**src/design/ordered_key_value_map_assert.svh**
```systemverilog
// ----------------------------------------------------------------------------
// Assertion macros for the ordered key-value map
// Concurrent assertion wrappers that can be compiled out with ASSERT_OFF.
// ----------------------------------------------------------------------------
`ifndef ORDERED_KEY_VALUE_MAP_ASSERT_SVH
`define ORDERED_KEY_VALUE_MAP_ASSERT_SVH

`ifndef ASSERT_OFF
// Property checked on every rising edge while reset is released.
`define OKVM_ASSERT(label, clk, rst_n, prop) \
    label: assert property (@(posedge clk) disable iff (!rst_n) prop) \
        else $error("ordered_key_value_map assertion failed");
// Property checked on every rising edge, also during reset.
`define OKVM_ASSERT_ALWAYS(label, clk, prop) \
    label: assert property (@(posedge clk) prop) \
        else $error("ordered_key_value_map assertion failed");
`else
`define OKVM_ASSERT(label, clk, rst_n, prop)
`define OKVM_ASSERT_ALWAYS(label, clk, prop)
`endif

`endif

```
**src/design/okvm_pkg.sv**
```systemverilog
// ----------------------------------------------------------------------------
// okvm_pkg
// Shared types, constants and key compare function for the ordered map.
// ----------------------------------------------------------------------------
package okvm_pkg;

    // Default sizes of the map.
    localparam int DEF_CAPACITY          = 16;
    localparam int DEF_VALUE_BITS        = 32;
    localparam int DEF_STRING_INDEX_BITS = 16;

    // Fixed port widths of the word fields.
    localparam int KEY_NUM_BITS     = 32;
    localparam int VALUE_PORT_BITS  = 32;
    localparam int STRING_PORT_BITS = 16;
    localparam int COUNT_PORT_BITS  = 5;

    // Operation codes.
    typedef enum logic [1:0] {
        MODE_LOOKUP = 2'd0,
        MODE_SET    = 2'd1,
        MODE_DELETE = 2'd2,
        MODE_NOP    = 2'd3
    } mode_t;

    // Commands broadcast from the sequencer to every cell.
    typedef struct packed {
        logic cap_match;  // register the compare result of this cell
        logic set_hit;    // overwrite the value of the matching cell
        logic append;     // load the new entry into the first free cell
        logic del;        // cells at or above the hit take their neighbor
    } cell_cmd_t;

    // True when the single-precision pattern is a NaN.
    function automatic logic is_nan32(input logic [KEY_NUM_BITS-1:0] b);
        return (b[30:23] == 8'hFF) && (b[22:0] != 23'd0);
    endfunction

    // SameValueZero: all NaNs are equal, and +0 equals -0.
    function automatic logic same_value_zero(input logic [KEY_NUM_BITS-1:0] a,
                                             input logic [KEY_NUM_BITS-1:0] b);
        logic na;
        logic nb;
        na = is_nan32(a);
        nb = is_nan32(b);
        if (na || nb) begin
            return na && nb;
        end
        if ((a[30:0] == 31'd0) && (b[30:0] == 31'd0)) begin
            return 1'b1;
        end
        return a == b;
    endfunction

endpackage

```
**src/design/okvm_cell.sv**
```systemverilog
// ----------------------------------------------------------------------------
// okvm_cell
// One slot of the map: holds a key and value, compares against the broadcast
// key, and on a delete at or below its index takes the entry of its upper neighbor.
// ----------------------------------------------------------------------------
module okvm_cell
    import okvm_pkg::*;
#(
    parameter int CAPACITY = DEF_CAPACITY,
    parameter int INDEX    = 0,
    parameter int VAL_W    = DEF_VALUE_BITS,
    parameter int STR_W    = DEF_STRING_INDEX_BITS
) (
    input  logic                    aclk,
    input  cell_cmd_t               cmd_i,
    input  logic [$clog2(CAPACITY+1)-1:0] count_i,
    input  logic [((CAPACITY > 1) ? $clog2(CAPACITY) : 1)-1:0] hit_idx_i,
    // broadcast operation key and value
    input  logic                    key_is_num_i,
    input  logic [KEY_NUM_BITS-1:0] key_num_i,
    input  logic [STR_W-1:0]        key_str_i,
    input  logic [VAL_W-1:0]        new_val_i,
    // entry of the upper neighbor
    input  logic                    nb_is_num_i,
    input  logic [KEY_NUM_BITS-1:0] nb_num_i,
    input  logic [STR_W-1:0]        nb_str_i,
    input  logic [VAL_W-1:0]        nb_val_i,
    // own entry and compare result
    output logic                    is_num_o,
    output logic [KEY_NUM_BITS-1:0] num_o,
    output logic [STR_W-1:0]        str_o,
    output logic [VAL_W-1:0]        val_o,
    output logic                    match_o
);

    localparam int CW = $clog2(CAPACITY + 1);
    localparam int IW = (CAPACITY > 1) ? $clog2(CAPACITY) : 1;

    logic                    is_num_reg;
    logic [KEY_NUM_BITS-1:0] num_reg;
    logic [STR_W-1:0]        str_reg;
    logic [VAL_W-1:0]        val_reg;
    logic                    match_reg;
    logic                    live;
    logic                    key_eq;
    logic                    match_next;

    // A slot only takes part while it lies below the live count.
    always_comb begin
        live = CW'(INDEX) < count_i;
        if (key_is_num_i) begin
            key_eq = is_num_reg && same_value_zero(num_reg, key_num_i);
        end else begin
            key_eq = !is_num_reg && (str_reg == key_str_i);
        end
        match_next = live && key_eq;
    end

    // Compare result is held for the update cycle.
    always_ff @(posedge aclk) begin
        if (cmd_i.cap_match) begin
            match_reg <= match_next;
        end
    end

    // Entry storage: append, overwrite, or shift down from the neighbor.
    always_ff @(posedge aclk) begin
        if (cmd_i.append && (count_i == CW'(INDEX))) begin
            is_num_reg <= key_is_num_i;
            num_reg    <= key_num_i;
            str_reg    <= key_str_i;
            val_reg    <= new_val_i;
        end else if (cmd_i.set_hit && match_reg) begin
            val_reg <= new_val_i;
        end else if (cmd_i.del && (IW'(INDEX) >= hit_idx_i)) begin
            is_num_reg <= nb_is_num_i;
            num_reg    <= nb_num_i;
            str_reg    <= nb_str_i;
            val_reg    <= nb_val_i;
        end
    end

    assign is_num_o = is_num_reg;
    assign num_o    = num_reg;
    assign str_o    = str_reg;
    assign val_o    = val_reg;
    assign match_o  = match_reg;

endmodule

```
**src/design/ordered_key_value_map.sv**
```systemverilog
// The result word is registered after the compare state and the update state of
// the cell chain; a waiting result word delays the update state. A new operation
// word is accepted only while idle or during the update of the previous one.
// Reset: the live count, the sequencer and the output valid are cleared; slot
// contents stay undefined and are never read before being written, so there is
// no clearing pass.
// ----------------------------------------------------------------------------
// ordered_key_value_map
// Fixed-capacity ordered key-value map built as a chain of slot cells with
// lookup, set and delete on number or string keys.
// ----------------------------------------------------------------------------
`include "ordered_key_value_map_assert.svh"

module ordered_key_value_map
    import okvm_pkg::*;
#(
    parameter int CAPACITY          = DEF_CAPACITY,
    parameter int VALUE_BITS        = DEF_VALUE_BITS,
    parameter int STRING_INDEX_BITS = DEF_STRING_INDEX_BITS
) (
    input  logic                        aclk,
    input  logic                        aresetn,
    // operation words
    input  logic                        s_valid,
    output logic                        s_ready,
    input  logic [1:0]                  s_mode,
    input  logic                        s_key_is_number,
    input  logic [KEY_NUM_BITS-1:0]     s_key_number,
    input  logic [STRING_PORT_BITS-1:0] s_key_string_index,
    input  logic [VALUE_PORT_BITS-1:0]  s_new_value,
    // result words
    output logic                        m_valid,
    input  logic                        m_ready,
    output logic                        m_found,
    output logic [VALUE_PORT_BITS-1:0]  m_value_out,
    output logic                        m_status,
    output logic [COUNT_PORT_BITS-1:0]  m_entry_count
);

    // Stored widths never exceed the port widths.
    localparam int VW = (VALUE_BITS < VALUE_PORT_BITS) ? VALUE_BITS : VALUE_PORT_BITS;
    localparam int SW = (STRING_INDEX_BITS < STRING_PORT_BITS) ?
                        STRING_INDEX_BITS : STRING_PORT_BITS;
    localparam int CW = $clog2(CAPACITY + 1);
    localparam int IW = (CAPACITY > 1) ? $clog2(CAPACITY) : 1;

    typedef enum logic [1:0] {
        ST_IDLE,
        ST_MATCH,
        ST_APPLY
    } state_t;

    state_t                  state_reg;
    state_t                  state_next;
    mode_t                   mode_reg;
    logic                    is_num_reg;
    logic [KEY_NUM_BITS-1:0] num_reg;
    logic [SW-1:0]           str_reg;
    logic [VW-1:0]           val_reg;
    logic [CW-1:0]           count_reg;
    logic [CW-1:0]           count_next;

    logic                       m_valid_reg;
    logic                       m_found_reg;
    logic [VALUE_PORT_BITS-1:0] m_value_reg;
    logic                       m_status_reg;
    logic [COUNT_PORT_BITS-1:0] m_count_reg;

    logic                    accept;
    logic                    out_free;
    logic                    apply_go;
    logic                    found;
    logic                    full;
    logic                    do_append;
    logic                    do_delete;
    logic                    status;
    logic [IW-1:0]           hit_idx;
    logic [VW-1:0]           rd_val;
    logic [CAPACITY-1:0]     match_vec;
    cell_cmd_t               cmd;

    logic                    cell_is_num [CAPACITY];
    logic [KEY_NUM_BITS-1:0] cell_num    [CAPACITY];
    logic [SW-1:0]           cell_str    [CAPACITY];
    logic [VW-1:0]           cell_val    [CAPACITY];

    // Handshake: a new word enters when idle or while the last one retires.
    always_comb begin
        out_free = !m_valid_reg || m_ready;
        apply_go = (state_reg == ST_APPLY) && out_free;
        s_ready  = (state_reg == ST_IDLE) || apply_go;
        accept   = s_valid && s_ready;
    end

    // Hit decode over the registered compare results of the cells.
    always_comb begin
        hit_idx = '0;
        rd_val  = '0;
        for (int i = 0; i < CAPACITY; i++) begin
            if (match_vec[i]) begin
                hit_idx = hit_idx | IW'(i);
                rd_val  = rd_val | cell_val[i];
            end
        end
        found     = (mode_reg != MODE_NOP) && (|match_vec);
        full      = count_reg == CW'(CAPACITY);
        do_append = (mode_reg == MODE_SET) && !found && !full;
        do_delete = (mode_reg == MODE_DELETE) && found;
        status    = (mode_reg == MODE_SET) && !found && full;
    end

    // Commands to the cell chain.
    always_comb begin
        cmd.cap_match = state_reg == ST_MATCH;
        cmd.set_hit   = apply_go && (mode_reg == MODE_SET) && found;
        cmd.append    = apply_go && do_append;
        cmd.del       = apply_go && do_delete;
    end

    // Next state and live count.
    always_comb begin
        state_next = state_reg;
        count_next = count_reg;
        case (state_reg)
            ST_IDLE: begin
                if (accept) begin
                    state_next = ST_MATCH;
                end
            end
            ST_MATCH: begin
                state_next = ST_APPLY;
            end
            ST_APPLY: begin
                if (apply_go) begin
                    state_next = accept ? ST_MATCH : ST_IDLE;
                    if (do_append) begin
                        count_next = count_reg + CW'(1);
                    end else if (do_delete) begin
                        count_next = count_reg - CW'(1);
                    end
                end
            end
            default: begin
                state_next = ST_IDLE;
            end
        endcase
    end

    // Sequencer state and result register.
    always_ff @(posedge aclk) begin
        if (!aresetn) begin
            state_reg   <= ST_IDLE;
            count_reg   <= '0;
            m_valid_reg <= 1'b0;
        end else begin
            state_reg <= state_next;
            count_reg <= count_next;
            if (apply_go) begin
                m_valid_reg <= 1'b1;
            end else if (m_ready) begin
                m_valid_reg <= 1'b0;
            end
        end
    end

    // Result payload.
    always_ff @(posedge aclk) begin
        if (apply_go) begin
            m_found_reg  <= found;
            m_value_reg  <= ((mode_reg == MODE_LOOKUP) && found) ?
                            VALUE_PORT_BITS'(rd_val) : '0;
            m_status_reg <= status;
            m_count_reg  <= COUNT_PORT_BITS'(count_next);
        end
    end

    // Operation word capture.
    always_ff @(posedge aclk) begin
        if (accept) begin
            mode_reg   <= mode_t'(s_mode);
            is_num_reg <= s_key_is_number;
            num_reg    <= s_key_number;
            str_reg    <= s_key_string_index[SW-1:0];
            val_reg    <= s_new_value[VW-1:0];
        end
    end

    // Chain of slot cells; the top cell takes its own entry on a shift.
    for (genvar g = 0; g < CAPACITY; g++) begin : g_cell
        logic                    nb_is_num;
        logic [KEY_NUM_BITS-1:0] nb_num;
        logic [SW-1:0]           nb_str;
        logic [VW-1:0]           nb_val;

        if (g == CAPACITY - 1) begin : g_top
            assign nb_is_num = cell_is_num[g];
            assign nb_num    = cell_num[g];
            assign nb_str    = cell_str[g];
            assign nb_val    = cell_val[g];
        end else begin : g_mid
            assign nb_is_num = cell_is_num[g+1];
            assign nb_num    = cell_num[g+1];
            assign nb_str    = cell_str[g+1];
            assign nb_val    = cell_val[g+1];
        end

        okvm_cell #(
            .CAPACITY (CAPACITY),
            .INDEX    (g),
            .VAL_W    (VW),
            .STR_W    (SW)
        ) u_cell (
            .aclk         (aclk),
            .cmd_i        (cmd),
            .count_i      (count_reg),
            .hit_idx_i    (hit_idx),
            .key_is_num_i (is_num_reg),
            .key_num_i    (num_reg),
            .key_str_i    (str_reg),
            .new_val_i    (val_reg),
            .nb_is_num_i  (nb_is_num),
            .nb_num_i     (nb_num),
            .nb_str_i     (nb_str),
            .nb_val_i     (nb_val),
            .is_num_o     (cell_is_num[g]),
            .num_o        (cell_num[g]),
            .str_o        (cell_str[g]),
            .val_o        (cell_val[g]),
            .match_o      (match_vec[g])
        );
    end

    assign m_valid       = m_valid_reg;
    assign m_found       = m_found_reg;
    assign m_value_out   = m_value_reg;
    assign m_status      = m_status_reg;
    assign m_entry_count = m_count_reg;

    // Keys are unique, so at most one cell may match.
    `OKVM_ASSERT(a_single_hit, aclk, aresetn, (state_reg == ST_APPLY) |-> $onehot0(match_vec))
    // The live count never passes the capacity once reset is released.
    `OKVM_ASSERT_ALWAYS(a_count_range, aclk, !aresetn || (count_reg <= CW'(CAPACITY)))
    // A full status only comes from a miss on a full table.
    `OKVM_ASSERT(a_full_status, aclk, aresetn, (m_valid_reg && m_status_reg) |-> (!m_found_reg && (count_reg == CW'(CAPACITY))))
    // A successful delete removes exactly one entry.
    `OKVM_ASSERT(a_delete_count, aclk, aresetn, (apply_go && do_delete) |=> (count_reg == $past(count_reg) - CW'(1)))

endmodule
```
**config.mk**
```make
export PLATFORM = sky130hd
export DESIGN_NAME = ordered_key_value_map
export DESIGN_NICKNAME = d
export VERILOG_FILES = /design/src/design/okvm_pkg.sv /design/src/design/okvm_cell.sv /design/src/design/ordered_key_value_map.sv
export VERILOG_INCLUDE_DIRS = /design/src /design/src/design
export SDC_FILE = /design/constraint.sdc
export NUM_CORES = 2
export LEC_CHECK = 0
export BUFFER_PORTS_ARGS = -buffer_cell sky130_fd_sc_hd__buf_2
export CORE_ASPECT_RATIO = 1.25
export CORE_MARGIN = 2
export CORE_UTILIZATION = 44
export CTS_CLUSTER_DIAMETER = 150
export CTS_CLUSTER_SIZE = 40
export DETAILED_ROUTE_END_ITERATION = 10
export GPL_ROUTABILITY_DRIVEN = 0
export SYNTH_ARGS = -nofsm -noshare
export SYNTH_HDL_FRONTEND = slang
export SYNTH_SLANG_ARGS = --single-unit
```
**constraint.sdc**
```tcl
create_clock -name aclk -period 11 [get_ports aclk]
set_input_delay 2.2 -clock aclk [delete_from_list [all_inputs] [get_ports aclk]]
set_output_delay 2.2 -clock aclk [all_outputs]
set_load 0.03 [all_outputs]
```
Word-level counts from Yosys, hierarchy flattened
Index checks and enable logic that the tools add are counted.
{ "totals": {"register_bits": 1442, "in_bits": 87, "output_inout_bits": 41, "wordCells": 905} }
{ "op_classes": {"n_addsub": 2, "n_lt_le_gt_ge": 31, "n_eq_ne": 87, "muxes": 399, "bitwise": 15, "n_reduce_logical": 279} }
{ "op_table": {"columns": ["cell", "count"], "rows": [
  ["$mux 32", 108],
  ["$mux 16", 45],
  ["$logic_not 31->1", 17],
  ["$eq 32x32->1", 16],
  ["$or 32x32->32", 15],
  ["$reduce_bool 23->1", 17],
  ["$eq 16x16->1", 16],
  ["$mux 1", 225],
  ["$logic_and 1x1->1", 156],
  ["$eq 8x8->1 const B", 17],
  ["$reduce_bool 3->1", 15],
  ["$eq 5x4->1 const B", 8],
  ["$lt 4x5->1 const A", 8],
  ["$reduce_bool 2->1", 17],
  ["$mux 4", 8],
  ["$reduce_and 2->1", 16],
  ["$ne 2x1->1 const B", 15],
  ["$ge 4x4->1 const A", 7],
  ["$eq 5x3->1 const B", 4],
  ["$lt 3x5->1 const A", 4],
  ["$mux 5", 4],
  ["$logic_not 1->1", 19],
  ["$logic_or 1x1->1", 18],
  ["$ge 3x4->1 const A", 4],
  ["other kinds (18)", 34]
]} }

Longest topological paths before layout
{ "depth": {"depth_word": 31, "depth_mapped": 12, "depth_no_buf": 8} }

By module
Synthesis repeated with hierarchy kept, for this count alone.
{ "unflattened": {"hier_cells": 5071, "hier_area_um2": 74995.7} }
{ "modules_own_cells": {"columns": ["module", "n_inst", "cells_per_inst", "area_per_inst_um2", "seq_area_each_um2"], "rows": [
  ["ordered_key_value_map", 1, 589, 7204.4, 3823.7],
  ["okvm_cell at g_cell[11].u_cell", 1, 282, 4354.2, 2462.4],
  ["okvm_cell at g_cell[0].u_cell", 1, 279, 4256.6, 2462.4],
  ["okvm_cell at g_cell[9].u_cell", 1, 281, 4251.6, 2462.4],
  ["okvm_cell at g_cell[12].u_cell", 1, 280, 4246.6, 2462.4],
  ["okvm_cell at g_cell[13].u_cell", 1, 281, 4242.8, 2462.4],
  ["okvm_cell at g_cell[6].u_cell", 1, 280, 4240.3, 2462.4],
  ["okvm_cell at g_cell[8].u_cell", 1, 281, 4235.3, 2462.4],
  ["okvm_cell at g_cell[2].u_cell", 1, 282, 4234.1, 2462.4],
  ["okvm_cell at g_cell[4].u_cell", 1, 281, 4232.8, 2462.4],
  ["okvm_cell at g_cell[5].u_cell", 1, 279, 4224.1, 2462.4],
  ["okvm_cell at g_cell[1].u_cell", 1, 278, 4221.5, 2462.4],
  ["okvm_cell at g_cell[3].u_cell", 1, 279, 4220.3, 2462.4],
  ["okvm_cell at g_cell[7].u_cell", 1, 279, 4219.0, 2462.4],
  ["3 more rows", null, null, null, null]
]} }

Worst setup path before layout
No wires, ideal clock.
{ "synth_timing": {"path_kind": "input port to flip-flop", "startpoint": "in m_ready", "endpoint": "reg g_cell[5].u_cell.is_num_reg (enable)", "setup_ps": 523, "arrival_time_ps": 7831, "t_required_ps": 10477, "setup_slack_ps": 2646, "stages": 5, "n_path_buf": 1, "cell_sequence": "nor2b_1 -> nor2_1 -> clkbuf_1 -> nand4_1 -> o21ai_0"} }
{ "synth_between": {"elab_chain_cells": 7, "elab_cells_between_ends": 12, "classes_between": "1 x eq/ne; 11 x reduce/logical"} }
{ "synth_lines": {"columns": ["element", "line_no", "rtl"], "rows": [
  ["start, declared", "ordered_key_value_map.sv:33", "input logic m_ready,"],
  ["$logic_or 1x1->1 (*)", "ordered_key_value_map.sv:89", "out_free = !m_valid_reg || m_ready;"],
  ["$logic_and 1x1->1 (*)", "ordered_key_value_map.sv:90", "apply_go = (state_reg == ST_APPLY) && out_free;"],
  ["via apply_go", "ordered_key_value_map.sv:71", "logic apply_go;"],
  ["$logic_and 1x1->1 (2 in a row)", "ordered_key_value_map.sv:115", "cmd.set_hit = apply_go && (mode_reg == MODE_SET) && found;"],
  ["$logic_and 1x1->1", "okvm_cell.sv:73", "end else if (cmd_i.set_hit && match_reg) begin"],
  ["$ne 2x1->1 (no source line)", null, null],
  ["$reduce_and 2->1 (no source line) (*)", null, null],
  ["end signal, assigned", "okvm_cell.sv:69", "is_num_reg <= key_is_num_i;"],
  ["end signal, assigned", "okvm_cell.sv:76", "is_num_reg <= nb_is_num_i;"],
  ["end, declared", "okvm_cell.sv:39", "logic is_num_reg;"]
]} }
The timed path passes the listed nets; every way through them passes the cells marked *.
A chain may end at the register's enable or synchronous reset.

Worst setup path after layout
{ "layout_timing": {"startpoint": "in m_ready", "endpoint": "reg g_cell[13].u_cell.val_reg[24] (enable)"} }
{ "layout_between": {"elab_chain_cells": 6, "elab_cells_between_ends": 10, "classes_between": "10 x reduce/logical"} }
{ "layout_lines": {"columns": ["element", "line_no", "rtl"], "rows": [
  ["$logic_or 1x1->1 (*)", "ordered_key_value_map.sv:89", null],
  ["$logic_and 1x1->1 (*)", "ordered_key_value_map.sv:90", null],
  ["$logic_and 1x1->1 (2 in a row)", "ordered_key_value_map.sv:115", null],
  ["$logic_and 1x1->1", "okvm_cell.sv:73", null],
  ["$reduce_bool 3->1 (no source line) (*)", null, null],
  ["end signal, assigned", "okvm_cell.sv:72", "val_reg <= new_val_i;"],
  ["end signal, assigned", "okvm_cell.sv:74", "val_reg <= new_val_i;"],
  ["end signal, assigned", "okvm_cell.sv:79", "val_reg <= nb_val_i;"],
  ["end, declared", "okvm_cell.sv:42", "logic [VAL_W-1:0] val_reg;"]
]} }
Every way passes the cells marked *; elsewhere a longest branch is shown, timed or not.

==> reports/metrics.cfg <==
[sta]
post-route-period-util_pct=53.8
hold_violations=0
finalMaxSlewViolations=0
rsz0062_at_grt=no
period_minus_slack_ns=5.92
slew_headroom_pct=18.4
whs_ns=0.571
clock.fmax_mhz=169
tns_ns=0
setup_violations=0
fin_skew_ns=0.0511
tightest_slew_ns=1.22

[synthesis]
async_reset_ff_share_pct=0
ys_seq_area_share_pct=58.8
synthDistinctLibCells=59
yosys_warnings=0
ys_ff_latch=1442
synth_area_mm2=0.0736
syn_inst=5033
avgSynthCellArea_um2=14.6
synthFlopType=edfxtp_1
synth_nets=5125
synth_edf_count=1434

[pwr]
sw_frac_of_total_pct=23.2
p_int_mw=6.93
leakage_nw=23.9
irDropWorstVdd_uv=166
sequentialPowerShare_pct=67.0
comb_power_share_pct=6.0
power_frac_clock_pct=27.0
powerDensity_mw_per_mm2=117
switchingPower_mw=2.10

[setup_path]
cp.required_ns=11.35
startpoint=m_ready
worst_r2r_path_depth=9
r2r_start=g_cell[3].u_cell.match_o$_DFFE_PN_
timing.rr.end=g_cell[13].u_cell.val_o[24]$_DFFE_PP_
endpoint=g_cell[13].u_cell.val_o[24]$_DFFE_PP_
crit_type=input pin to flip-flop
reg2reg_slack_ns=5.48
cp-start-kind=input pin
path_max_fanout=55
cp-end-kind=flip-flop
cp.arrival_ns=6.27

[final_layout]
seqCellArea_mm2=0.0432
final_cell_mix=edfxtp_1, mux2_2, xnor2_1
area_delta_synth_final_pct=4.87
final_common_cell=edfxtp_1
multi_input_area_mm2=0.0282
fillers=14649
drive_above_1_share_pct=26.1
finish.net_count=4993

[floorplan]
die_x_um=370
fp.coreArea_mm2=0.166
floorplan.initialDensity_pct=44.3
row_count=167
boundaryPins=128
die_area_mm2=0.171
die_h_um=461

[global_routing]
grt.total_usage_pct=25.7
overflow=0
grt_max_degree=56
antenna_found_initial=3
grt_pass1_vias=45089
grt_pass1_wl_mm=320

[placed_design]
hpwl_mm=141
io_buffers=127

[drt]
via_per_inst=6.22
drtIter0Drc=4956
ant_nets=0
wirelength_mm=223
drc_errors=0
drt-pass1-iter-count=6
wl_per_cell_um=31.3
dr_total_vias=44242

[clock_tree]
ctsResizeCount=0
cts-root-buf=clkbuf_16
cts_buffer_depth=3
tritoncts=built
numCtsBuffers=42
cts.sinks=1442
cts_setup_buffers=0
cts_max_level=2
clock_latency_ns=0.74
path_clk_slew_ns=0.16
cts_hold_buf=0

[job]
drv_cap=0

[outcome]
status=complete, no violations

[hold_path]
hold_class=flip-flop to flip-flop

worst min-delay path by stage:
stage	end	start	cells after the start	slack [ns]
floorplan	g_cell[15].u_cell.is_num_o$_DFFE_PP_	is_num_reg$_DFFE_PP_	0	0.42
global placement	g_cell[12].u_cell.val_o[16]$_DFFE_PP_	g_cell[13].u_cell.val_o[16]$_DFFE_PP_	1	0.53
detailed placement	g_cell[1].u_cell.val_o[11]$_DFFE_PP_	g_cell[2].u_cell.val_o[11]$_DFFE_PP_	1	0.54
CTS	g_cell[6].u_cell.val_o[23]$_DFFE_PP_	g_cell[7].u_cell.val_o[23]$_DFFE_PP_	1	0.57
global route	g_cell[5].u_cell.val_o[30]$_DFFE_PP_	g_cell[6].u_cell.val_o[30]$_DFFE_PP_	1	0.60
finish	g_cell[4].u_cell.val_o[7]$_DFFE_PP_	g_cell[5].u_cell.val_o[7]$_DFFE_PP_	1	0.57
synth_stat cells (all sizes together) (64+ instances only):
cell | instances | area share (%)
a221oi | 97 | 1.2
a22o | 96 | 1.1
a22oi | 64 | 0.65
buf | 209 | 1.9
clkbuf | 240 | 1.2
edfxtp | 1434 | 59
mux2 | 1206 | 19
nand2 | 85 | 0.51
nand4 | 175 | 1.5
nor3 | 91 | 0.62
nor4 | 203 | 1.8
xnor2 | 456 | 5.4
xor2 | 316 | 3.8
logic make-up after synthesis:
kind of cell,Yosys count,synth area share (%)
AOI/OAI and AO/OA,399,4.13
buffers and inverters,455,3.20
adders and majority gates,5,0.0850
muxes,1207,18.6
and+or+nand+nor,753,6.02
DFF,1442,58.8
xor gates and xnor gates,772,9.19
metal layers:
metal | routed length (µm) | vias to the layer above | track usage, %
li1 | - | 19021 | -
met1 | 86100 | 22855 | 32.3
met4 | 9800 | 0 | 10.1
met2 | 112000 | 1937 | 44.8
met5 | 0 | - | 0
met3 | 15300 | 429 | 3.20
per-stage QoR:
step | total power, mW | instances | setup WS, ns | instance area, µm² | util [%]
after floorplan | 6.48 | 5033 | 2.65 | 73600 | -
after global placement | 6.71 | 7054 | 4.38 | 76000 | 45.8
after detailed placement | 6.71 | 7054 | 4.32 | 76000 | 45.8
after CTS | 9.08 | 7108 | 5.10 | 77100 | 46.5
after global routing | 9.25 | 7109 | 4.96 | 77100 | 46.5
final | 9.03 | 7110 | 5.08 | 77100 | 46.5
power groups by stage:
stage / combinational, mW / clock (mW) / sequential, mW
floorplan: 0.335 / 0 / 6.15
global placement: 0.534 / 0 / 6.17
detailed placement: 0.538 / 0 / 6.17
CTS: 0.540 / 2.49 / 6.05
global route: 0.570 / 2.62 / 6.06
finish: 0.544 / 2.44 / 6.05
area by class of cell:
class / count / area share [%]
Clock buffer: 52 / 1.49
Inverter: 6 / 0.0292
Antenna cell: 2 / 0.00649
Multi-Input combinational cell: 3136 / 36.6
Clock inverter: 2 / 0.0519
Tap cell: 2197 / 3.56
Timing Repair Buffer: 273 / 2.24
Sequential cell: 1442 / 56.0
worst max-delay path: stages:
cell      delay [ns]
buf_2           0.08
nor2b_1         0.08
nor2_4          0.11
buf_4           0.75
nand3_1         0.40
nor2_4          0.18
buf_4           0.56
a21o_2          0.17
buf_4           0.61
nand2b_2        1.02
Power figures use the tool's default switching activity.
